[src/rtl/ttopk_pkg.sv]
// ----------------------------------------------------------------------------
// ttopk_pkg
// Types, codes and sizes shared by the telemetry top-k record table.
// ----------------------------------------------------------------------------
`timescale 1ns / 1ps
`default_nettype none

package ttopk_pkg;

  localparam int MAX_ENTRIES = 4;
  localparam int SLOT_W      = 2;
  localparam int FILL_W      = 3;
  localparam int ADDR_W      = SLOT_W + 1;
  localparam int DIV_STEPS   = 16;
  localparam int CNT_W       = 4;

  typedef enum logic [2:0] {
    FN_PUSH_DEPTH = 3'd0,
    FN_PUSH_RATIO = 3'd1,
    FN_READ_DEPTH = 3'd2,
    FN_READ_RATIO = 3'd3,
    FN_CLEAR      = 3'd4
  } func_t;

  typedef enum logic [1:0] {
    STS_STORED  = 2'd0,
    STS_DISCARD = 2'd1,
    STS_REJECT  = 2'd2,
    STS_DONE    = 2'd3
  } status_t;

  typedef enum logic [3:0] {
    S_IDLE,
    S_DECODE,
    S_DIV,
    S_FILL,
    S_SCAN,
    S_SCAN_END,
    S_DECIDE,
    S_WRITE,
    S_READ,
    S_DONE
  } state_t;

  typedef struct packed {
    logic [2:0]  func;
    logic [7:0]  node_id;
    logic [7:0]  port_num;
    logic [15:0] metric;
    logic [31:0] stamp;
    logic [7:0]  line_rate;
    logic [1:0]  read_slot;
  } in_item_t;

  typedef struct packed {
    logic [1:0]        status;
    logic [1:0]        slot;
    logic [7:0]        out_node_id;
    logic [7:0]        out_port_num;
    logic [15:0]       out_metric;
    logic [31:0]       out_stamp;
    logic [7:0]        out_line_rate;
    logic              out_valid;
    logic [FILL_W-1:0] depth_fill;
    logic [FILL_W-1:0] ratio_fill;
  } out_item_t;

  typedef struct packed {
    logic [15:0] key;
    logic [15:0] value;
    logic [31:0] stamp;
    logic [7:0]  rate;
  } entry_t;

  typedef struct packed {
    logic              load;
    logic              div_step;
    logic              scan_rd;
    logic              rd_req;
    logic              wr;
    logic              clear;
    logic              emit;
    logic              set_status;
    status_t           status;
    logic [SLOT_W-1:0] idx;
  } ctl_cmd_t;

  typedef struct packed {
    logic [2:0] func;
    logic       reject;
    logic       full;
    logic       gt_min;
  } dp_stat_t;

endpackage

`default_nettype wire

[src/rtl/ttopk_ctrl.sv]
// ----------------------------------------------------------------------------
// ttopk_ctrl
// Sequencer: divide, fill check, minimum scan, write, read or clear, then result.
// ----------------------------------------------------------------------------
`timescale 1ns / 1ps
`default_nettype none

module ttopk_ctrl (
  input  wire logic                clk,
  input  wire logic                rst_n,
  input  wire logic                start,
  input  wire ttopk_pkg::dp_stat_t stat,
  output ttopk_pkg::ctl_cmd_t      cmd,
  output logic                     busy
);

  ttopk_pkg::state_t                 state_r, state_nxt;
  logic [ttopk_pkg::CNT_W-1:0]       cnt_r, cnt_nxt;

  always_ff @(posedge clk) begin
    if (!rst_n) begin
      state_r <= ttopk_pkg::S_IDLE;
      cnt_r   <= '0;
    end else begin
      state_r <= state_nxt;
      cnt_r   <= cnt_nxt;
    end
  end

  // held busy during reset so nothing is taken then
  assign busy = !rst_n || (state_r != ttopk_pkg::S_IDLE);

  always_comb begin
    state_nxt = state_r;
    cnt_nxt   = cnt_r;
    cmd       = '0;
    cmd.status = ttopk_pkg::STS_DONE;
    cmd.idx    = cnt_r[ttopk_pkg::SLOT_W-1:0];
    unique case (state_r)
      ttopk_pkg::S_IDLE: begin
        if (start) begin
          cmd.load  = 1'b1;
          state_nxt = ttopk_pkg::S_DECODE;
        end
      end
      ttopk_pkg::S_DECODE: begin
        cnt_nxt = '0;
        unique case (stat.func)
          ttopk_pkg::FN_PUSH_DEPTH: state_nxt = ttopk_pkg::S_DIV;
          ttopk_pkg::FN_PUSH_RATIO: state_nxt = ttopk_pkg::S_FILL;
          ttopk_pkg::FN_READ_DEPTH,
          ttopk_pkg::FN_READ_RATIO: state_nxt = ttopk_pkg::S_READ;
          ttopk_pkg::FN_CLEAR: begin
            cmd.clear = 1'b1;
            state_nxt = ttopk_pkg::S_DONE;
          end
          default: state_nxt = ttopk_pkg::S_DONE;
        endcase
      end
      ttopk_pkg::S_DIV: begin
        cmd.div_step = 1'b1;
        if (cnt_r == ttopk_pkg::CNT_W'(ttopk_pkg::DIV_STEPS - 1)) begin
          cnt_nxt   = '0;
          state_nxt = ttopk_pkg::S_FILL;
        end else begin
          cnt_nxt = cnt_r + 1'b1;
        end
      end
      ttopk_pkg::S_FILL: begin
        cnt_nxt = '0;
        priority if (stat.reject) begin
          cmd.set_status = 1'b1;
          cmd.status     = ttopk_pkg::STS_REJECT;
          state_nxt      = ttopk_pkg::S_DONE;
        end else if (!stat.full) begin
          state_nxt = ttopk_pkg::S_WRITE;
        end else begin
          state_nxt = ttopk_pkg::S_SCAN;
        end
      end
      ttopk_pkg::S_SCAN: begin
        cmd.scan_rd = 1'b1;
        if (cnt_r == ttopk_pkg::CNT_W'(ttopk_pkg::MAX_ENTRIES - 1)) begin
          cnt_nxt   = '0;
          state_nxt = ttopk_pkg::S_SCAN_END;
        end else begin
          cnt_nxt = cnt_r + 1'b1;
        end
      end
      ttopk_pkg::S_SCAN_END: state_nxt = ttopk_pkg::S_DECIDE;
      ttopk_pkg::S_DECIDE: begin
        if (stat.gt_min) begin
          state_nxt = ttopk_pkg::S_WRITE;
        end else begin
          cmd.set_status = 1'b1;
          cmd.status     = ttopk_pkg::STS_DISCARD;
          state_nxt      = ttopk_pkg::S_DONE;
        end
      end
      ttopk_pkg::S_WRITE: begin
        cmd.wr         = 1'b1;
        cmd.set_status = 1'b1;
        cmd.status     = ttopk_pkg::STS_STORED;
        state_nxt      = ttopk_pkg::S_DONE;
      end
      ttopk_pkg::S_READ: begin
        cmd.rd_req = 1'b1;
        state_nxt  = ttopk_pkg::S_DONE;
      end
      ttopk_pkg::S_DONE: begin
        cmd.emit  = 1'b1;
        state_nxt = ttopk_pkg::S_IDLE;
      end
      default: state_nxt = ttopk_pkg::S_IDLE;
    endcase
  end

endmodule

`default_nettype wire

[src/rtl/ttopk_dp.sv]
// ----------------------------------------------------------------------------
// ttopk_dp
// Datapath: item register, restoring divider, entry memory, min tracker,
// fill counts and result register.
// ----------------------------------------------------------------------------
`timescale 1ns / 1ps
`default_nettype none

module ttopk_dp (
  input  wire logic                clk,
  input  wire logic                rst_n,
  input  wire ttopk_pkg::in_item_t in_item,
  input  wire ttopk_pkg::ctl_cmd_t cmd,
  input  wire logic                cfg_we,
  input  wire logic [15:0]         cfg_data,
  output ttopk_pkg::dp_stat_t      stat,
  output ttopk_pkg::out_item_t     out_item,
  output logic                     out_strobe
);

  localparam int DEPTH = 2 * ttopk_pkg::MAX_ENTRIES;

  ttopk_pkg::in_item_t              item_r;
  logic [15:0]                      unit_r;
  logic [15:0]                      rem_r;
  logic [15:0]                      q_r;
  logic [ttopk_pkg::FILL_W-1:0]     dcnt_r;
  logic [ttopk_pkg::FILL_W-1:0]     rcnt_r;
  ttopk_pkg::entry_t                mem_r [DEPTH];
  ttopk_pkg::entry_t                rd_data_r;
  logic                             cmp_en_r;
  logic [ttopk_pkg::SLOT_W-1:0]     cmp_idx_r;
  logic [15:0]                      min_r;
  logic [ttopk_pkg::SLOT_W-1:0]     min_idx_r;
  ttopk_pkg::status_t               res_status_r;
  logic [ttopk_pkg::SLOT_W-1:0]     res_slot_r;
  ttopk_pkg::out_item_t             out_r, out_nxt;
  logic                             out_stb_r;

  logic                             is_ratio;
  logic                             is_read;
  logic [ttopk_pkg::FILL_W-1:0]     tab_cnt;
  logic                             full;
  logic [ttopk_pkg::SLOT_W-1:0]     widx;
  logic [ttopk_pkg::SLOT_W-1:0]     rd_idx;
  logic [ttopk_pkg::ADDR_W-1:0]     rd_addr;
  logic [ttopk_pkg::ADDR_W-1:0]     wr_addr;
  logic [16:0]                      sh;
  logic [17:0]                      diff;
  logic                             ge;
  logic                             rd_ok;
  ttopk_pkg::entry_t                wr_entry;

  assign is_ratio = (item_r.func == ttopk_pkg::FN_PUSH_RATIO) ||
                    (item_r.func == ttopk_pkg::FN_READ_RATIO);
  assign is_read  = (item_r.func == ttopk_pkg::FN_READ_DEPTH) ||
                    (item_r.func == ttopk_pkg::FN_READ_RATIO);
  assign tab_cnt  = is_ratio ? rcnt_r : dcnt_r;
  assign full     = (tab_cnt >= ttopk_pkg::FILL_W'(ttopk_pkg::MAX_ENTRIES));
  assign widx     = full ? min_idx_r : tab_cnt[ttopk_pkg::SLOT_W-1:0];
  assign rd_idx   = cmd.scan_rd ? cmd.idx : item_r.read_slot[ttopk_pkg::SLOT_W-1:0];
  assign rd_addr  = {is_ratio, rd_idx};
  assign wr_addr  = {is_ratio, widx};

  // one quotient bit per step; a zero divisor yields all ones
  assign sh   = {rem_r, q_r[15]};
  assign diff = {1'b0, sh} - {2'b00, unit_r};
  assign ge   = ~diff[17];

  assign stat.func   = item_r.func;
  assign stat.reject = (item_r.func == ttopk_pkg::FN_PUSH_DEPTH) && (q_r == 16'd0);
  assign stat.full   = full;
  assign stat.gt_min = (q_r > min_r);

  assign wr_entry.key   = {item_r.node_id, item_r.port_num};
  assign wr_entry.value = q_r;
  assign wr_entry.stamp = item_r.stamp;
  assign wr_entry.rate  = item_r.line_rate;

  always_ff @(posedge clk) begin
    if (!rst_n) begin
      unit_r <= 16'd1;
    end else if (cfg_we) begin
      unit_r <= cfg_data;
    end
  end

  always_ff @(posedge clk) begin
    if (cmd.load) begin
      item_r <= in_item;
      q_r    <= in_item.metric;
      rem_r  <= '0;
    end else if (cmd.div_step) begin
      rem_r <= ge ? diff[15:0] : sh[15:0];
      q_r   <= {q_r[14:0], ge};
    end
  end

  always_ff @(posedge clk) begin
    if (cmd.wr) begin
      mem_r[wr_addr] <= wr_entry;
    end
    if (cmd.scan_rd || cmd.rd_req) begin
      rd_data_r <= mem_r[rd_addr];
    end
  end

  always_ff @(posedge clk) begin
    if (!rst_n) begin
      cmp_en_r <= 1'b0;
    end else begin
      cmp_en_r <= cmd.scan_rd;
    end
  end

  always_ff @(posedge clk) begin
    cmp_idx_r <= cmd.idx;
    if (cmp_en_r && ((cmp_idx_r == '0) || (rd_data_r.value < min_r))) begin
      min_r     <= rd_data_r.value;
      min_idx_r <= cmp_idx_r;
    end
  end

  always_ff @(posedge clk) begin
    if (!rst_n) begin
      dcnt_r <= '0;
      rcnt_r <= '0;
    end else if (cmd.clear) begin
      dcnt_r <= '0;
      rcnt_r <= '0;
    end else if (cmd.wr && !full) begin
      if (is_ratio) begin
        rcnt_r <= rcnt_r + 1'b1;
      end else begin
        dcnt_r <= dcnt_r + 1'b1;
      end
    end
  end

  always_ff @(posedge clk) begin
    if (cmd.load) begin
      res_status_r <= ttopk_pkg::STS_DONE;
      res_slot_r   <= ((in_item.func == ttopk_pkg::FN_READ_DEPTH) ||
                       (in_item.func == ttopk_pkg::FN_READ_RATIO)) ?
                      in_item.read_slot[ttopk_pkg::SLOT_W-1:0] : '0;
    end else begin
      if (cmd.set_status) begin
        res_status_r <= cmd.status;
      end
      if (cmd.wr) begin
        res_slot_r <= widx;
      end
    end
  end

  assign rd_ok = is_read && ({1'b0, res_slot_r} < tab_cnt);

  always_comb begin
    out_nxt            = '0;
    out_nxt.status     = res_status_r;
    out_nxt.slot       = 2'(res_slot_r);
    out_nxt.depth_fill = dcnt_r;
    out_nxt.ratio_fill = rcnt_r;
    if (rd_ok) begin
      out_nxt.out_node_id   = rd_data_r.key[15:8];
      out_nxt.out_port_num  = rd_data_r.key[7:0];
      out_nxt.out_metric    = rd_data_r.value;
      out_nxt.out_stamp     = rd_data_r.stamp;
      out_nxt.out_line_rate = rd_data_r.rate;
      out_nxt.out_valid     = 1'b1;
    end
  end

  always_ff @(posedge clk) begin
    if (cmd.emit) begin
      out_r <= out_nxt;
    end
  end

  always_ff @(posedge clk) begin
    if (!rst_n) begin
      out_stb_r <= 1'b0;
    end else begin
      out_stb_r <= cmd.emit;
    end
  end

  assign out_item   = out_r;
  assign out_strobe = out_stb_r;

endmodule

`default_nettype wire

[src/rtl/telemetry_topk_record_table_core.sv]
// ----------------------------------------------------------------------------
// telemetry_topk_record_table_core
// Two top-k telemetry record tables (queue depth, rate ratio) with
// min-replacement once full.
// ----------------------------------------------------------------------------
// channel   | ports                          | handshake
// input     | start, busy, in_item           | taken when start && !busy
// result    | out_strobe, out_item           | one-cycle strobe, no backpressure
// config    | cfg_valid, cfg_ready, cfg_data | taken when cfg_valid && cfg_ready
//
// One item at a time. From accept to result strobe, a depth push runs the
// 16 divider steps, then the fill check, which rejects a zero quotient; when
// the table is full, a 4-entry min scan through the single read port of the
// entry memory picks store or discard. Only depth pushes divide and only
// pushes to a full table scan. busy falls in the strobe cycle.
// Synchronous reset clears the counts and sets qlen_unit to 1; no clear pass.
// busy stays high while in reset; config is not taken in a start cycle.
// ----------------------------------------------------------------------------
`timescale 1ns / 1ps
`default_nettype none

module telemetry_topk_record_table_core (
  input  wire logic                 clk,
  input  wire logic                 rst_n,
  input  wire logic                 start,
  output logic                      busy,
  input  wire ttopk_pkg::in_item_t  in_item,
  output logic                      out_strobe,
  output ttopk_pkg::out_item_t      out_item,
  input  wire logic                 cfg_valid,
  output logic                      cfg_ready,
  input  wire logic [15:0]          cfg_data
);

  ttopk_pkg::ctl_cmd_t cmd;
  ttopk_pkg::dp_stat_t stat;
  logic                busy_w;

  assign busy      = busy_w;
  assign cfg_ready = ~busy_w & ~start;

  ttopk_ctrl u_ctrl (
    .clk   (clk),
    .rst_n (rst_n),
    .start (start),
    .stat  (stat),
    .cmd   (cmd),
    .busy  (busy_w)
  );

  ttopk_dp u_dp (
    .clk        (clk),
    .rst_n      (rst_n),
    .in_item    (in_item),
    .cmd        (cmd),
    .cfg_we     (cfg_valid && cfg_ready),
    .cfg_data   (cfg_data),
    .stat       (stat),
    .out_item   (out_item),
    .out_strobe (out_strobe)
  );

endmodule

`default_nettype wire

[config.mk]
export PLATFORM = sky130hd
export DESIGN_NAME = telemetry_topk_record_table_core
export DESIGN_NICKNAME = d
export VERILOG_FILES = /design/src/rtl/ttopk_pkg.sv /design/src/rtl/ttopk_ctrl.sv /design/src/rtl/ttopk_dp.sv /design/src/rtl/telemetry_topk_record_table_core.sv
export SDC_FILE = /design/constraint.sdc
export NUM_CORES = 1
export LEC_CHECK = 0
export ABC_AREA = 1
export BUFFER_PORTS_ARGS = -buffer_cell sky130_fd_sc_hd__clkbuf_2
export CAP_MARGIN = 20
export CORE_MARGIN = 4
export CORE_UTILIZATION = 51
export CTS_BUF_LIST = sky130_fd_sc_hd__clkbuf_8 sky130_fd_sc_hd__clkbuf_16
export DETAILED_ROUTE_END_ITERATION = 7
export HOLD_SLACK_MARGIN = 0.15
export PLACE_DENSITY = 0.68
export SETUP_SLACK_MARGIN = 0.15
export SYNTH_ARGS = -nofsm -noshare
export SYNTH_HDL_FRONTEND = slang
export SYNTH_HIERARCHICAL = 1
export SYNTH_SLANG_ARGS = --single-unit
[constraint.sdc]
create_clock -name clk -period 8.82 [get_ports clk]
set_input_delay 0.882 -clock clk [delete_from_list [all_inputs] [get_ports clk]]
set_output_delay 0.882 -clock clk [all_outputs]
set_load 0.05 [all_outputs]
==> impl_metrics.xml <==
<?xml version="1.0" encoding="UTF-8"?>
<metrics>
  <group name="run_status">
    <metric name="outcome" unit="">finished, final reports clean</metric>
  </group>
  <group name="sta">
    <metric name="pins_over_slew_limit" unit="">0</metric>
    <metric name="setup-violations-final" unit="">0</metric>
    <metric name="period_share" unit="">0.468</metric>
    <metric name="total_neg_setup_slack" unit="ns">0</metric>
    <metric name="worst_pin_slew" unit="ns">1.14</metric>
    <metric name="max_freq" unit="MHz">242</metric>
    <metric name="final_period_minus_worst_setup_slack" unit="ns">4.13</metric>
    <metric name="setup_repair_after_global_routing_missed_its_margin" unit="">no</metric>
    <metric name="finalClockSkew" unit="ns">0.0155</metric>
    <metric name="worst_hold_slack" unit="ns">0.415</metric>
    <metric name="final_hold_viol_count" unit="">0</metric>
    <metric name="final_ws_setup" unit="ns">4.69</metric>
    <metric name="slew_headroom" unit="">0.240</metric>
  </group>
  <group name="critical_path">
    <metric name="critical_path.max_stage_delay" unit="ns">0.86</metric>
    <metric name="timing.critical_path.required" unit="ns">9.07</metric>
    <metric name="worst-path-max-fanout" unit="">74</metric>
    <metric name="crit_arrival" unit="ns">4.38</metric>
    <metric name="crit_chain" unit="">inv_2 &gt; nand2_4 &gt; inv_2 &gt; buf_4 &gt; nand2_1 &gt; nor2_4 &gt; buf_4</metric>
    <metric name="cpMaxStageDelayCell" unit="">sky130_fd_sc_hd__buf_4</metric>
    <metric name="startpoint_type" unit="">flop</metric>
    <metric name="timing_worst_setup_path_type" unit="">flop to flop</metric>
    <metric name="crit_path_end_kind" unit="">flop</metric>
  </group>
  <group name="final_layout">
    <metric name="drive_above_1_share" unit="">0.126</metric>
    <metric name="regArea" unit="sq um">25900</metric>
    <metric name="fillCellCount" unit="">5185</metric>
    <metric name="final_core_util" unit="">0.589</metric>
    <metric name="area_delta_synth_final" unit="%">13.8</metric>
    <metric name="fin_area" unit="sq um">39800</metric>
    <metric name="num-nets-final" unit="">3115</metric>
    <metric name="layoutNonFillerInstCount" unit="">3916</metric>
    <metric name="multi_input_comb_area" unit="sq um">7610</metric>
  </group>
  <group name="placement">
    <metric name="pre_cts_ws" unit="ns">4.67</metric>
    <metric name="placedCellCount" unit="">3744</metric>
    <metric name="placement.cell_area" unit="sq um">36700</metric>
    <metric name="gp_congestion" unit="">0.869</metric>
    <metric name="io_buffer_count" unit="">182</metric>
    <metric name="post-dp-hpwl" unit="microns">42800</metric>
  </group>
  <group name="clock_tree">
    <metric name="postCtsSetupBuffers" unit="">0</metric>
    <metric name="clock_tree.htree_level_count" unit="">3</metric>
    <metric name="clkLatencyLatePin" unit="ns">0.64</metric>
    <metric name="clk_root_buffer_cell" unit="">sky130_fd_sc_hd__clkbuf_16</metric>
    <metric name="post_cts_resize_count" unit="">0</metric>
    <metric name="tritoncts.num_buffers" unit="">91</metric>
    <metric name="post_cts_hold_buffer_count" unit="">0</metric>
    <metric name="cts.sinks" unit="">880</metric>
    <metric name="maximum_buffer_depth_of_the_clock_tree" unit="">3</metric>
    <metric name="tritoncts" unit="">done</metric>
    <metric name="clk_pin_slew" unit="ns">0.06</metric>
  </group>
  <group name="detailed_routing">
    <metric name="drt-vias-per-instance" unit="">5.55</metric>
    <metric name="route.vias.total" unit="">21700</metric>
    <metric name="detail-route-antenna-nets" unit="">0</metric>
    <metric name="dr.first_iter.drc_count" unit="">2067</metric>
    <metric name="first_pass_iters" unit="">6</metric>
    <metric name="drcViolationCount" unit="">0</metric>
    <metric name="routed_wire_length_per_instance" unit="microns">19.5</metric>
    <metric name="wl" unit="microns">76400</metric>
  </group>
  <group name="floorplan">
    <metric name="initial_core_util" unit="">0.517</metric>
    <metric name="dieArea" unit="sq um">72700</metric>
    <metric name="die_x" unit="microns">270</metric>
    <metric name="design.core.area" unit="sq um">67500</metric>
    <metric name="io_pins" unit="">183</metric>
    <metric name="die_y" unit="microns">270</metric>
    <metric name="core.rowCount" unit="">95</metric>
  </group>
  <group name="global_routing">
    <metric name="antenna_found_initial" unit="">2</metric>
    <metric name="wire_length_of_the_first_global_routing_pass" unit="microns">119000</metric>
    <metric name="maximum_number_of_pins_on_one_net_before_global_route_repair" unit="">196</metric>
    <metric name="via_count_of_the_first_global_routing_pass" unit="">21600</metric>
    <metric name="track_usage" unit="">0.205</metric>
    <metric name="global_route.overflow_total" unit="">0</metric>
  </group>
  <group name="synthesis">
    <metric name="most_used_flip_flop_cell_after_synthesis" unit="">sky130_fd_sc_hd__edfxtp_1</metric>
    <metric name="postSynth.asyncResetShare" unit="">0</metric>
    <metric name="synth_area_per_inst" unit="sq um">12.5</metric>
    <metric name="synth-warning-count" unit="">6</metric>
    <metric name="synthCells" unit="">2793</metric>
    <metric name="synth-seq-cells" unit="">880</metric>
    <metric name="yosysSeqAreaShare" unit="">0.742</metric>
    <metric name="synth_cell_types" unit="">43</metric>
    <metric name="count_of_flip_flops_with_a_built_in_enable_after_synthesis" unit="">828</metric>
    <metric name="post_synth_instance_area" unit="sq um">34900</metric>
    <metric name="syn_nets" unit="">2942</metric>
  </group>
  <group name="pwr">
    <metric name="vdd_ir_drop_max" unit="mV">0.197</metric>
    <metric name="power_leakage" unit="nW">14.7</metric>
    <metric name="power_density" unit="nW/um^2">315</metric>
    <metric name="total_power" unit="mW">12.5</metric>
  </group>
  <group name="worst_hold_path">
    <metric name="worstHoldPathType" unit="">input pin to flop</metric>
  </group>
  <group name="run">
    <metric name="max_cap_violations" unit="">0</metric>
  </group>
</metrics>
[synthesized netlist by cell type, types with 13 or more instances]
| library cell | count | area share |
|---|---|---|
| sky130_fd_sc_hd__edfxtp_1 | 828 | 0.71 |
| sky130_fd_sc_hd__nand2_1 | 457 | 0.049 |
| sky130_fd_sc_hd__nor2_1 | 409 | 0.044 |
| sky130_fd_sc_hd__inv_1 | 202 | 0.022 |
| sky130_fd_sc_hd__o21ai_0 | 196 | 0.028 |
| sky130_fd_sc_hd__o22ai_1 | 144 | 0.026 |
| sky130_fd_sc_hd__o21ai_1 | 130 | 0.019 |
| sky130_fd_sc_hd__nand3_1 | 61 | 0.0087 |
| sky130_fd_sc_hd__buf_2 | 57 | 0.0082 |
| sky130_fd_sc_hd__dfxtp_1 | 52 | 0.030 |
| sky130_fd_sc_hd__a21oi_1 | 51 | 0.0073 |
| sky130_fd_sc_hd__ha_1 | 51 | 0.018 |
| sky130_fd_sc_hd__clkbuf_1 | 42 | 0.0045 |
| sky130_fd_sc_hd__buf_6 | 13 | 0.0042 |
[registers in the layout (all words and copies together), names as in the netlist]
name,count
u_dp/item_r,58
u_dp/out_strobe,1
u_dp/rem_r,16
u_dp/cmp_en_r,1
u_dp/min_idx_r,2
u_dp/mem_r,576
u_ctrl/cnt_r,4
u_dp/stat,3
u_dp/min_r,16
u_dp/cmp_idx_r,2
u_dp/res_status_r,2
u_ctrl/state_r,4
u_dp/rcnt_r,3
u_dp/unit_r,16
u_dp/out_item,83
u_dp/res_slot_r,2
u_dp/rd_data_r,72
u_dp/dcnt_r,3
u_dp/q_r,16
[power breakdown]
| part | switching, mW | internal, mW | leakage (nW) |
|---|---|---|---|
| logic | 2.17 | 0.913 | 5.29 |
| registers | 0.377 | 5.25 | 7.94 |
| clock network | 1.58 | 2.23 | 1.51 |
| total | 4.12 | 8.40 | 14.7 |
[cells by family (layout without fill, tap and decap cells)]
group	Yosys count	after routing	synth area share
simple gates	978	978	0.112
flops	880	880	0.742
compound gates	533	533	0.0829
buf+inv	343	592	0.0433
fa+ha+maj	52	52	0.0188
xor+xnor	7	7	0.00176
other cells	0	1	0
[metal layers]
layer	share of wire	vias up	wire length [microns]	global-route usage
li1	-	10200	-	-
met1	0.42	10600	32300	0.277
met2	0.49	738	37200	0.340
met3	0.061	136	4700	0.0317
met4	0.029	2	2200	0.0776
met5	0.00017	-	13	0
[area by class of cell]
class                   instances  area share
multi-input cells            1570       0.191
clock inverters                77      0.0177
flip-flops and latches        880       0.652
inverters                     209      0.0200
clock buffers                  92      0.0579
diodes                          1   0.0000629
well taps                     873      0.0275
repair buffers                214      0.0338
[path summary, 6_finish.rpt]
path / start / endpoint / slack [ns] / cells past startpoint
setup reg to reg: u_dp/stat[5]$_DFFE_PP_ / u_dp/mem_r[4][20]$_DFFE_PP_ / 4.69 / 7
setup / recovery: u_dp/stat[5]$_DFFE_PP_ / u_dp/mem_r[4][20]$_DFFE_PP_ / 4.69 / 7
hold reg to reg: u_ctrl/cnt_r[1]$_SDFFE_PN0P_ / u_dp/cmp_idx_r[1]$_DFF_P_ / 0.42 / 0
hold / removal: in_item[17] / u_dp/item_r[17]$_DFFE_PP_ / 0.41 / 1
[critical path, delay by kind of cell, from the launching register on]
family	cells	cell delay (ns)
flops	1	0.44
buf+inv	4	2.00
simple gates	3	1.21
[cells in the final DEF, fill, tap and decap left out, drive strengths merged]
master | netlist | layout
buf | 84 | 32
clkinv | 1 | 51
o22ai | 144 | 144
nand3 | 62 | 62
o21ai | 329 | 329
nor4 | 6 | 6
edfxtp | 828 | 828
nand4 | 10 | 10
o21a | 2 | 2
or2 | 3 | 3
a21boi | 1 | 1
nor3 | 5 | 5
xor2 | 1 | 1
inv | 208 | 222
clkbuf | 50 | 274
a21oi | 52 | 52
bufinv | 0 | 11
o21bai | 2 | 2
nand2 | 466 | 466
diode | 0 | 1
dfxtp | 52 | 52
fa | 1 | 1
a211oi | 1 | 1
nor2 | 415 | 415
xnor2 | 6 | 6
ha | 51 | 51
a31oi | 2 | 2
clkinvlp | 0 | 2
and2 | 4 | 4
nand3b | 7 | 7
Note: power is estimated with default switching activity, not from simulation.
